==> config.mk <==
export PLATFORM = sky130hd
export DESIGN_NAME = lucky_packet_min_delay_select
export DESIGN_NICKNAME = d
export VERILOG_FILES = /design/src/hw/rtl/lpms_pkg.sv /design/src/hw/rtl/lpms_store.sv /design/src/hw/rtl/lpms_scan.sv /design/src/hw/rtl/lucky_packet_min_delay_select.sv
export SDC_FILE = /design/constraint.sdc
export NUM_CORES = 2
export LEC_CHECK = 0
export ABC_AREA = 0
export BUFFER_PORTS_ARGS = -buffer_cell sky130_fd_sc_hd__buf_4
export CAP_MARGIN = 20
export CORE_MARGIN = 2
export CORE_UTILIZATION = 35
export DETAILED_ROUTE_END_ITERATION = 8
export GPL_TIMING_DRIVEN = 0
export PLACE_DENSITY_LB_ADDON = 0.12
export SLEW_MARGIN = 15
export SYNTH_ARGS = -nofsm -noshare
export SYNTH_HDL_FRONTEND = slang
export SYNTH_SLANG_ARGS = --single-unit
==> constraint.sdc <==
create_clock -name clock -period 21.2 [get_ports clock]
set_input_delay 4.24 -clock clock [delete_from_list [all_inputs] [get_ports clock]]
set_output_delay 4.24 -clock clock [all_outputs]
set_load 0.01 [all_outputs]
==> src/hw/rtl/lpms_pkg.sv <==
// Shared types and constants of the lucky packet minimum delay selector.
package lpms_pkg;

   localparam int DEFAULT_MAX_WINDOW = 16;

   localparam int DELAY_W   = 64;
   localparam int TAG_W     = 16;
   localparam int CFG_W     = 5;
   localparam int CSR_IDX_W = 4;

   localparam logic [CSR_IDX_W-1:0] REG_WINDOW_SIZE = 4'd0;
   localparam logic [CSR_IDX_W-1:0] REG_PICK_COUNT  = 4'd1;

   localparam logic [CFG_W-1:0] WINDOW_SIZE_RESET = 5'd16;
   localparam logic [CFG_W-1:0] PICK_COUNT_RESET  = 5'd1;

   typedef enum logic [1:0] {
      ST_IDLE,
      ST_SCAN,
      ST_EMIT
   } state_type;

   typedef struct packed {
      logic                      last;
      logic [TAG_W-1:0]          tag;
      logic signed [DELAY_W-1:0] delay;
   } rsp_item_type;

endpackage

==> src/hw/rtl/lpms_store.sv <==
// Sample memory of the window: one write port and one registered read port.
module lpms_store import lpms_pkg::*; #(
   parameter int MAX_WINDOW = DEFAULT_MAX_WINDOW,
   localparam int AW = (MAX_WINDOW > 1) ? $clog2(MAX_WINDOW) : 1
) (
   input  logic                      clock,
   input  logic                      wr_en,
   input  logic [AW-1:0]             wr_addr,
   input  logic signed [DELAY_W-1:0] wr_delay,
   input  logic [TAG_W-1:0]          wr_tag,
   input  logic                      rd_en,
   input  logic [AW-1:0]             rd_addr,
   output logic signed [DELAY_W-1:0] rd_delay,
   output logic [TAG_W-1:0]          rd_tag
);
   logic signed [DELAY_W-1:0] delay_mem [MAX_WINDOW];
   logic [TAG_W-1:0]          tag_mem [MAX_WINDOW];
   logic signed [DELAY_W-1:0] rd_delay_ff;
   logic [TAG_W-1:0]          rd_tag_ff;

   always_ff @(posedge clock) begin
      if (wr_en) begin
         delay_mem[wr_addr] <= wr_delay;
         tag_mem[wr_addr]   <= wr_tag;
      end
   end

   always_ff @(posedge clock) begin
      if (rd_en) begin
         rd_delay_ff <= delay_mem[rd_addr];
         rd_tag_ff   <= tag_mem[rd_addr];
      end
   end

   assign rd_delay = rd_delay_ff;
   assign rd_tag   = rd_tag_ff;

endmodule

==> src/hw/rtl/lpms_scan.sv <==
// Fill control and selection sequencer: one scan over the window per picked item.
module lpms_scan import lpms_pkg::*; #(
   parameter int MAX_WINDOW = DEFAULT_MAX_WINDOW,
   localparam int AW = (MAX_WINDOW > 1) ? $clog2(MAX_WINDOW) : 1
) (
   input  logic                      clock,
   input  logic                      reset,
   input  logic                      req_valid,
   output logic                      req_ready,
   input  logic [CFG_W-1:0]          window_size,
   input  logic [CFG_W-1:0]          pick_count,
   output logic                      wr_en,
   output logic [AW-1:0]             wr_addr,
   output logic                      rd_en,
   output logic [AW-1:0]             rd_addr,
   input  logic signed [DELAY_W-1:0] rd_delay,
   input  logic [TAG_W-1:0]          rd_tag,
   input  logic                      out_free,
   output logic                      emit_valid,
   output rsp_item_type              emit_item
);
   localparam int FW = $clog2(MAX_WINDOW + 1);
   localparam int CW = (FW > CFG_W) ? FW : CFG_W;

   function automatic logic [DELAY_W-1:0] magnitude(input logic [DELAY_W-1:0] v);
      return v[DELAY_W-1] ? (~v + {{(DELAY_W-1){1'b0}}, 1'b1}) : v;
   endfunction

   state_type                 state_ff, state_in;
   logic [FW-1:0]             fill_ff, fill_in;
   logic [FW-1:0]             n_ff, n_in;
   logic [FW-1:0]             picks_ff, picks_in;
   logic [FW-1:0]             k_ff, k_in;
   logic [FW-1:0]             iss_ff, iss_in;
   logic                      pend_ff, pend_in;
   logic [AW-1:0]             pend_idx_ff, pend_idx_in;
   logic                      found_ff, found_in;
   logic [DELAY_W-1:0]        best_mag_ff, best_mag_in;
   logic [AW-1:0]             best_idx_ff, best_idx_in;
   logic signed [DELAY_W-1:0] best_delay_ff, best_delay_in;
   logic [TAG_W-1:0]          best_tag_ff, best_tag_in;
   logic [MAX_WINDOW-1:0]     taken_ff, taken_in;

   logic [FW-1:0]             fill_nx;
   logic [CW-1:0]             eff_win;
   logic [CW-1:0]             picks_raw;
   logic [FW-1:0]             picks_sel;
   logic [DELAY_W-1:0]        mag_cur;
   logic                      last_pick;

   always_comb begin
      fill_nx = (fill_ff < FW'(MAX_WINDOW)) ? fill_ff + FW'(1) : fill_ff;
      if (window_size == '0) begin
         eff_win = CW'(1);
      end else if (CW'(window_size) > CW'(MAX_WINDOW)) begin
         eff_win = CW'(MAX_WINDOW);
      end else begin
         eff_win = CW'(window_size);
      end
      picks_raw = (pick_count == '0) ? CW'(1) : CW'(pick_count);
      picks_sel = (picks_raw > CW'(fill_nx)) ? fill_nx : picks_raw[FW-1:0];
      mag_cur   = magnitude(rd_delay);
      last_pick = (k_ff + FW'(1)) == picks_ff;
   end

   always_comb begin
      state_in      = state_ff;
      fill_in       = fill_ff;
      n_in          = n_ff;
      picks_in      = picks_ff;
      k_in          = k_ff;
      iss_in        = iss_ff;
      pend_in       = 1'b0;
      pend_idx_in   = iss_ff[AW-1:0];
      found_in      = found_ff;
      best_mag_in   = best_mag_ff;
      best_idx_in   = best_idx_ff;
      best_delay_in = best_delay_ff;
      best_tag_in   = best_tag_ff;
      taken_in      = taken_ff;
      req_ready     = 1'b0;
      wr_en         = 1'b0;
      wr_addr       = fill_ff[AW-1:0];
      rd_en         = 1'b0;
      rd_addr       = iss_ff[AW-1:0];
      emit_valid    = 1'b0;
      emit_item.delay = best_delay_ff;
      emit_item.tag   = best_tag_ff;
      emit_item.last  = last_pick;

      case (state_ff)
         ST_IDLE: begin
            req_ready = 1'b1;
            if (req_valid) begin
               wr_en = fill_ff < FW'(MAX_WINDOW);
               if (CW'(fill_nx) >= eff_win) begin
                  fill_in  = '0;
                  n_in     = fill_nx;
                  picks_in = picks_sel;
                  k_in     = '0;
                  iss_in   = '0;
                  found_in = 1'b0;
                  state_in = ST_SCAN;
               end else begin
                  fill_in = fill_nx;
               end
            end
         end
         ST_SCAN: begin
            rd_en = iss_ff < n_ff;
            if (rd_en) begin
               iss_in  = iss_ff + FW'(1);
               pend_in = 1'b1;
            end
            if (pend_ff && !taken_ff[pend_idx_ff] && (!found_ff || mag_cur < best_mag_ff)) begin
               found_in      = 1'b1;
               best_mag_in   = mag_cur;
               best_idx_in   = pend_idx_ff;
               best_delay_in = rd_delay;
               best_tag_in   = rd_tag;
            end
            if (!rd_en && !pend_ff) begin
               state_in = ST_EMIT;
            end
         end
         ST_EMIT: begin
            emit_valid = out_free;
            if (out_free) begin
               k_in = k_ff + FW'(1);
               if (last_pick) begin
                  taken_in = '0;
                  state_in = ST_IDLE;
               end else begin
                  taken_in[best_idx_ff] = 1'b1;
                  iss_in   = '0;
                  found_in = 1'b0;
                  state_in = ST_SCAN;
               end
            end
         end
         default: begin
            state_in = ST_IDLE;
         end
      endcase
   end

   always_ff @(posedge clock) begin
      if (reset) begin
         state_ff <= ST_IDLE;
         fill_ff  <= '0;
         taken_ff <= '0;
         pend_ff  <= 1'b0;
         found_ff <= 1'b0;
      end else begin
         state_ff <= state_in;
         fill_ff  <= fill_in;
         taken_ff <= taken_in;
         pend_ff  <= pend_in;
         found_ff <= found_in;
      end
   end

   always_ff @(posedge clock) begin
      n_ff          <= n_in;
      picks_ff      <= picks_in;
      k_ff          <= k_in;
      iss_ff        <= iss_in;
      pend_idx_ff   <= pend_idx_in;
      best_mag_ff   <= best_mag_in;
      best_idx_ff   <= best_idx_in;
      best_delay_ff <= best_delay_in;
      best_tag_ff   <= best_tag_in;
   end

endmodule

==> src/hw/rtl/lucky_packet_min_delay_select.sv <==
// Top level of the lucky packet minimum delay selector.
//
//   Channel  Direction  Contents
//   req_     in         tdata: path_delay, sample_tag
//   rsp_     out        tdata: picked_delay, picked_tag; tlast: last_of_burst
//   csr_     in         write of window_size or pick_count
//
// An item that does not complete the window is written and the block stays ready.
// The item that completes a window of n entries starts a burst: each picked
// item costs one memory read per entry, a scan of the whole window, then an emit.
// Input is held off until the last item of the burst sits in the output register.
// A stalled output holds the sequencer before the next pick. Reset needs no clearing pass.
module lucky_packet_min_delay_select import lpms_pkg::*; #(
   parameter int MAX_WINDOW = DEFAULT_MAX_WINDOW
) (
   input  logic                 clock,
   input  logic                 reset,
   input  logic                 req_tvalid,
   output logic                 req_tready,
   input  logic [79:0]          req_tdata,   // path_delay [63:0], sample_tag [79:64]
   output logic                 rsp_tvalid,
   input  logic                 rsp_tready,
   output logic [79:0]          rsp_tdata,   // picked_delay [63:0], picked_tag [79:64]
   output logic                 rsp_tlast,
   input  logic                 csr_we,
   input  logic [CSR_IDX_W-1:0] csr_addr,
   input  logic [CFG_W-1:0]     csr_wdata
);
   localparam int AW = (MAX_WINDOW > 1) ? $clog2(MAX_WINDOW) : 1;

   logic [CFG_W-1:0]          window_ff, window_in;
   logic [CFG_W-1:0]          pick_ff, pick_in;
   logic                      rsp_valid_ff, rsp_valid_in;
   rsp_item_type              rsp_item_ff, rsp_item_in;

   logic                      wr_en;
   logic [AW-1:0]             wr_addr;
   logic                      rd_en;
   logic [AW-1:0]             rd_addr;
   logic signed [DELAY_W-1:0] rd_delay;
   logic [TAG_W-1:0]          rd_tag;
   logic                      out_free;
   logic                      emit_valid;
   rsp_item_type              emit_item;

   lpms_store #(
      .MAX_WINDOW(MAX_WINDOW)
   ) u_store (
      .clock   (clock),
      .wr_en   (wr_en),
      .wr_addr (wr_addr),
      .wr_delay(req_tdata[63:0]),
      .wr_tag  (req_tdata[79:64]),
      .rd_en   (rd_en),
      .rd_addr (rd_addr),
      .rd_delay(rd_delay),
      .rd_tag  (rd_tag)
   );

   lpms_scan #(
      .MAX_WINDOW(MAX_WINDOW)
   ) u_scan (
      .clock      (clock),
      .reset      (reset),
      .req_valid  (req_tvalid),
      .req_ready  (req_tready),
      .window_size(window_ff),
      .pick_count (pick_ff),
      .wr_en      (wr_en),
      .wr_addr    (wr_addr),
      .rd_en      (rd_en),
      .rd_addr    (rd_addr),
      .rd_delay   (rd_delay),
      .rd_tag     (rd_tag),
      .out_free   (out_free),
      .emit_valid (emit_valid),
      .emit_item  (emit_item)
   );

   assign out_free = !rsp_valid_ff || rsp_tready;

   always_comb begin
      window_in = window_ff;
      pick_in   = pick_ff;
      if (csr_we) begin
         case (csr_addr)
            REG_WINDOW_SIZE: window_in = csr_wdata;
            REG_PICK_COUNT:  pick_in   = csr_wdata;
            default: begin
            end
         endcase
      end
      rsp_valid_in = rsp_valid_ff;
      rsp_item_in  = rsp_item_ff;
      if (emit_valid) begin
         rsp_valid_in = 1'b1;
         rsp_item_in  = emit_item;
      end else if (rsp_tready) begin
         rsp_valid_in = 1'b0;
      end
   end

   always_ff @(posedge clock) begin
      if (reset) begin
         window_ff    <= WINDOW_SIZE_RESET;
         pick_ff      <= PICK_COUNT_RESET;
         rsp_valid_ff <= 1'b0;
      end else begin
         window_ff    <= window_in;
         pick_ff      <= pick_in;
         rsp_valid_ff <= rsp_valid_in;
      end
   end

   always_ff @(posedge clock) begin
      rsp_item_ff <= rsp_item_in;
   end

   assign rsp_tvalid = rsp_valid_ff;
   assign rsp_tdata  = {rsp_item_ff.tag, rsp_item_ff.delay};
   assign rsp_tlast  = rsp_item_ff.last;

endmodule

==> load_flow_metrics.sql <==
INSERT INTO impl_metrics (metric_group, metric, value, unit) VALUES
('run_status', 'outcome', 'finished clean', ''),
('finish', 'stdcell_area', '75500', 'µm²'),
('finish', 'multi_input_area', '13300', 'µm²'),
('cts', 'tritoncts_num_sinks', '1648', ''),
('floorplan', 'pin_count', '177', ''),
('place', 'dp_hpwl', '118', 'mm'),
('synthesis', 'synth_fa_ha_area_share', '1.67', '%'),
('grt', 'globalRouteTotalUtil', '18.8', '%'),
('synthesis', 'yosys.area_share.xor_xnor', '1.09', '%'),
('grt', 'grt_start_max_net_pins', '47', ''),
('grt', 'via_count_of_the_first_global_routing_pass', '32000', ''),
('synthesis', 'number_of_enable_flip_flop_cells_after_synthesis', '1608', ''),
('power', 'p_per_area', '89.1', 'nW/µm²'),
('finish', 'finalNetCount', '3505', ''),
('detailed_routing', 'via_count', '30500', ''),
('detailed_routing', 'route.detailed.drc', '0', ''),
('cts', 'cts_buffers', '177', ''),
('synthesis', 'muxShareOfSynthArea', '14.8', '%'),
('cts', 'tritoncts', 'built', ''),
('synthesis', 'synth_largest_type_area_fraction', '76.7', '%'),
('floorplan', 'fp.dieArea', '183000', 'µm²'),
('detailed_routing', 'drtIter0Drc', '3203', ''),
('synthesis', 'yosysSeqAreaShare', '78.0', '%'),
('cts', 'hold_buffers', '0', ''),
('floorplan', 'die_y', '428', 'µm'),
('sta', 'period_share', '30.6', '%'),
('grt', 'overall_overflow_remaining_after_global_route', '0', ''),
('synthesis', 'post_synth_main_area_contributors', 'sky130_fd_sc_hd__edfxtp_1, sky130_fd_sc_hd__mux4_2, sky130_fd_sc_hd__ha_1, sky130_fd_sc_hd__dfxtp_1, sky130_fd_sc_hd__xnor2_1', ''),
('sta', 'number_of_pins_with_negative_max_slew_slack_in_the_final_report', '0', ''),
('place', 'placement.cell_area', '69900', 'µm²'),
('floorplan', 'width_of_the_chip', '428', 'µm'),
('floorplan', 'core_area', '179000', 'µm²'),
('power', 'leakagePower', '24.3', 'nW'),
('grt', 'globalRoute.busiestLayer', 'met2', ''),
('place', 'gp_congestion', '0.757', ''),
('detailed_routing', 'firstDrtPassIters', '5', ''),
('sta', 'post-route-min-period', '6.48', 'ns'),
('sta', 'relSlewSlack', '20.8', '%'),
('sta', 'unrepaired_setup_endpoints_after_global_routing', 'no', ''),
('grt', 'groute.layer.met2.usage', '31.0', '%'),
('synthesis', 'synth.distinct_cells', '56', ''),
('synthesis', 'dominantRegCellSynth', 'sky130_fd_sc_hd__edfxtp_1', ''),
('finish', 'fillerInstances', '15300', ''),
('critical_path', 'critical_path.startpoint_type', 'flop', ''),
('cts', 'htreeDepth', '4', ''),
('critical_path', 'worstSetupEndpointType', 'flop', ''),
('synthesis', 'syn_nets', '2987', ''),
('cts', 'post-cts-setup-buffer-count', '0', ''),
('detailed_routing', 'wire_per_inst', '29.6', 'µm'),
('detailed_routing', 'route.final.wire_length', '173', 'mm'),
('critical_path', 'worst-endpoint-required', '21.69', 'ns'),
('sta', 'setup_viol_count_final', '0', ''),
('finish', 'ff_latch_area', '49100', 'µm²'),
('sta', 'max_freq', '0.154', 'GHz'),
('synthesis', 'syn-cell-area', '63000', 'µm²'),
('synthesis', 'synth_cells', '2809', ''),
('place', 'port_buffers', '176', ''),
('synthesis', 'ys_async_sr_fraction', '0', '%'),
('detailed_routing', 'vias_per_cell', '5.23', ''),
('floorplan', 'floorplan.rows', '155', ''),
('synthesis', 'synth_compound_area_share', '1.48', '%'),
('grt', 'met1_usage_in_global_routing', '24.9', '%'),
('synthesis', 'synth_top_family_by_area', 'multiplexers', ''),
('synthesis', 'avgSynthCellArea', '22.4', 'µm²'),
('detailed_routing', 'postRouteAntennaNets', '0', ''),
('critical_path', 'crit_arrival', '6.98', 'ns'),
('sta', 'fin_skew', '0.0241', 'ns'),
('grt', 'met3_usage', '3.92', '%'),
('cts', 'cts.repair.resized', '0', ''),
('flow_run', 'max-cap-violations', '0', ''),
('synthesis', 'post-synth-top-area-cell', 'sky130_fd_sc_hd__edfxtp_1', '');
==> layout by cell type, fill, tap and decap left out, types with 39 or more instances in the layout <==
cell / n
sky130_fd_sc_hd__dfxtp_1: 40
sky130_fd_sc_hd__buf_4: 217
sky130_fd_sc_hd__nand2_1: 63
sky130_fd_sc_hd__edfxtp_1: 1608
sky130_fd_sc_hd__ha_1: 84
sky130_fd_sc_hd__mux4_2: 403
sky130_fd_sc_hd__clkbuf_16: 181
sky130_fd_sc_hd__xnor2_1: 69
sky130_fd_sc_hd__clkinv_1: 40
sky130_fd_sc_hd__clkbuf_1: 114
sky130_fd_sc_hd__a21oi_1: 39
sky130_fd_sc_hd__nor2_1: 61
sky130_fd_sc_hd__buf_12: 52
sky130_fd_sc_hd__inv_1: 84
==> path summary, 6_finish.rpt <==
| path | start | to | slack [ns] | cells after the start |
|---|---|---|---|---|
| max | u_store.rd_delay[11] | u_scan.best_delay_ff[41] | 14.72 | 14 |
| min | u_scan.iss_ff[0] | u_scan.pend_idx_ff[0] | 0.41 | 0 |
| max reg2reg | u_store.rd_delay[11] | u_scan.best_delay_ff[41] | 14.72 | 14 |
| min reg2reg | u_scan.iss_ff[0] | u_scan.pend_idx_ff[0] | 0.41 | 0 |
==> logic make-up (layout without fill, tap and decap cells) <==
logic type,count (synthesis),count (layout)
buffers and inverters,192,852
AO/OA/AOI/OAI,142,142
AND/OR/NAND/NOR,241,241
flip-flops,1648,1648
adder cells (fa/ha/maj),84,84
other,0,6
multiplexers,424,424
XOR/XNOR,78,78
==> through the flow <==
stage	power [mW]	instances	hold slack [ns]	setup slack, ns	util (%)
2_1_floorplan	3.75	2809	0.375	10.41	-
3_3_place_gp	3.84	5340	0.401	0.324	37.6
3_5_place_dp	3.85	5500	0.399	14.13	39.1
4_1_cts	6.81	5821	0.410	14.65	42.2
5_1_grt	6.94	5829	0.420	14.33	42.3
6_report	6.73	5830	0.408	14.72	42.3
==> critical path: stages, from the launching register on <==
cell and delay [ns]:
sky130_fd_sc_hd__edfxtp_1 0.50, sky130_fd_sc_hd__or4_1 0.66, sky130_fd_sc_hd__or4_1 0.55, sky130_fd_sc_hd__nor3_2 0.59, sky130_fd_sc_hd__nand3b_1 0.35, sky130_fd_sc_hd__o21ai_0 0.31, sky130_fd_sc_hd__xnor2_1 0.14, sky130_fd_sc_hd__ha_1 0.31
sky130_fd_sc_hd__nand4_1 0.16, sky130_fd_sc_hd__nor4_1 0.66, sky130_fd_sc_hd__nand2_1 0.26, sky130_fd_sc_hd__a211oi_1 0.69, sky130_fd_sc_hd__a21oi_1 0.14, sky130_fd_sc_hd__a31o_4 0.48, sky130_fd_sc_hd__buf_16 0.28
==> per-layer routing <==
| layer | up-vias | share of wire (%) | wire length (µm) |
|---|---|---|---|
| met3 | 269 | 5.7 | 9920 |
| li1 | 12800 | - | - |
| met1 | 16400 | 42 | 73100 |
| met5 | - | 0.035 | 60 |
| met2 | 1021 | 49 | 84800 |
| met4 | 10 | 2.8 | 4860 |
==> flip-flops by register name, indices dropped and copies added, names as in the netlist, 2 cells and up <==
name                  count
u_scan.best_idx_ff        4
u_scan.iss_ff             5
u_store.delay_mem      1024
rsp_tdata                80
u_scan.best_tag_ff       16
u_scan.fill_ff            5
u_scan.n_ff               5
pick_ff                   5
u_scan.taken_ff          16
u_scan.pend_idx_ff        4
u_scan.k_ff               5
u_store.rd_tag           16
window_ff                 5
u_store.rd_delay         64
u_scan.picks_ff           5
u_store.tag_mem         256
u_scan.state_ff           2
u_scan.best_delay_ff     64
u_scan.best_mag_ff       63
==> power breakdown <==
group / switching [mW] / total (mW) / internal [mW]
clock: 1.25 / 2.95 / 1.71
sequential: 0.00890 / 3.61 / 3.60
combinational: 0.101 / 0.165 / 0.0636
==> layout make-up <==
class | count | share of cell area, %
antenna | 6 | 0.0199
buffer | 108 | 0.582
clock buffer | 230 | 6.27
clock inverter | 91 | 1.07
inverter | 84 | 0.418
multi-input combinational | 969 | 17.6
sequential | 1648 | 65.0
tap | 2355 | 3.90
timing repair buffer | 339 | 5.15
No activity file was read; power rests on OpenSTA's default activity.
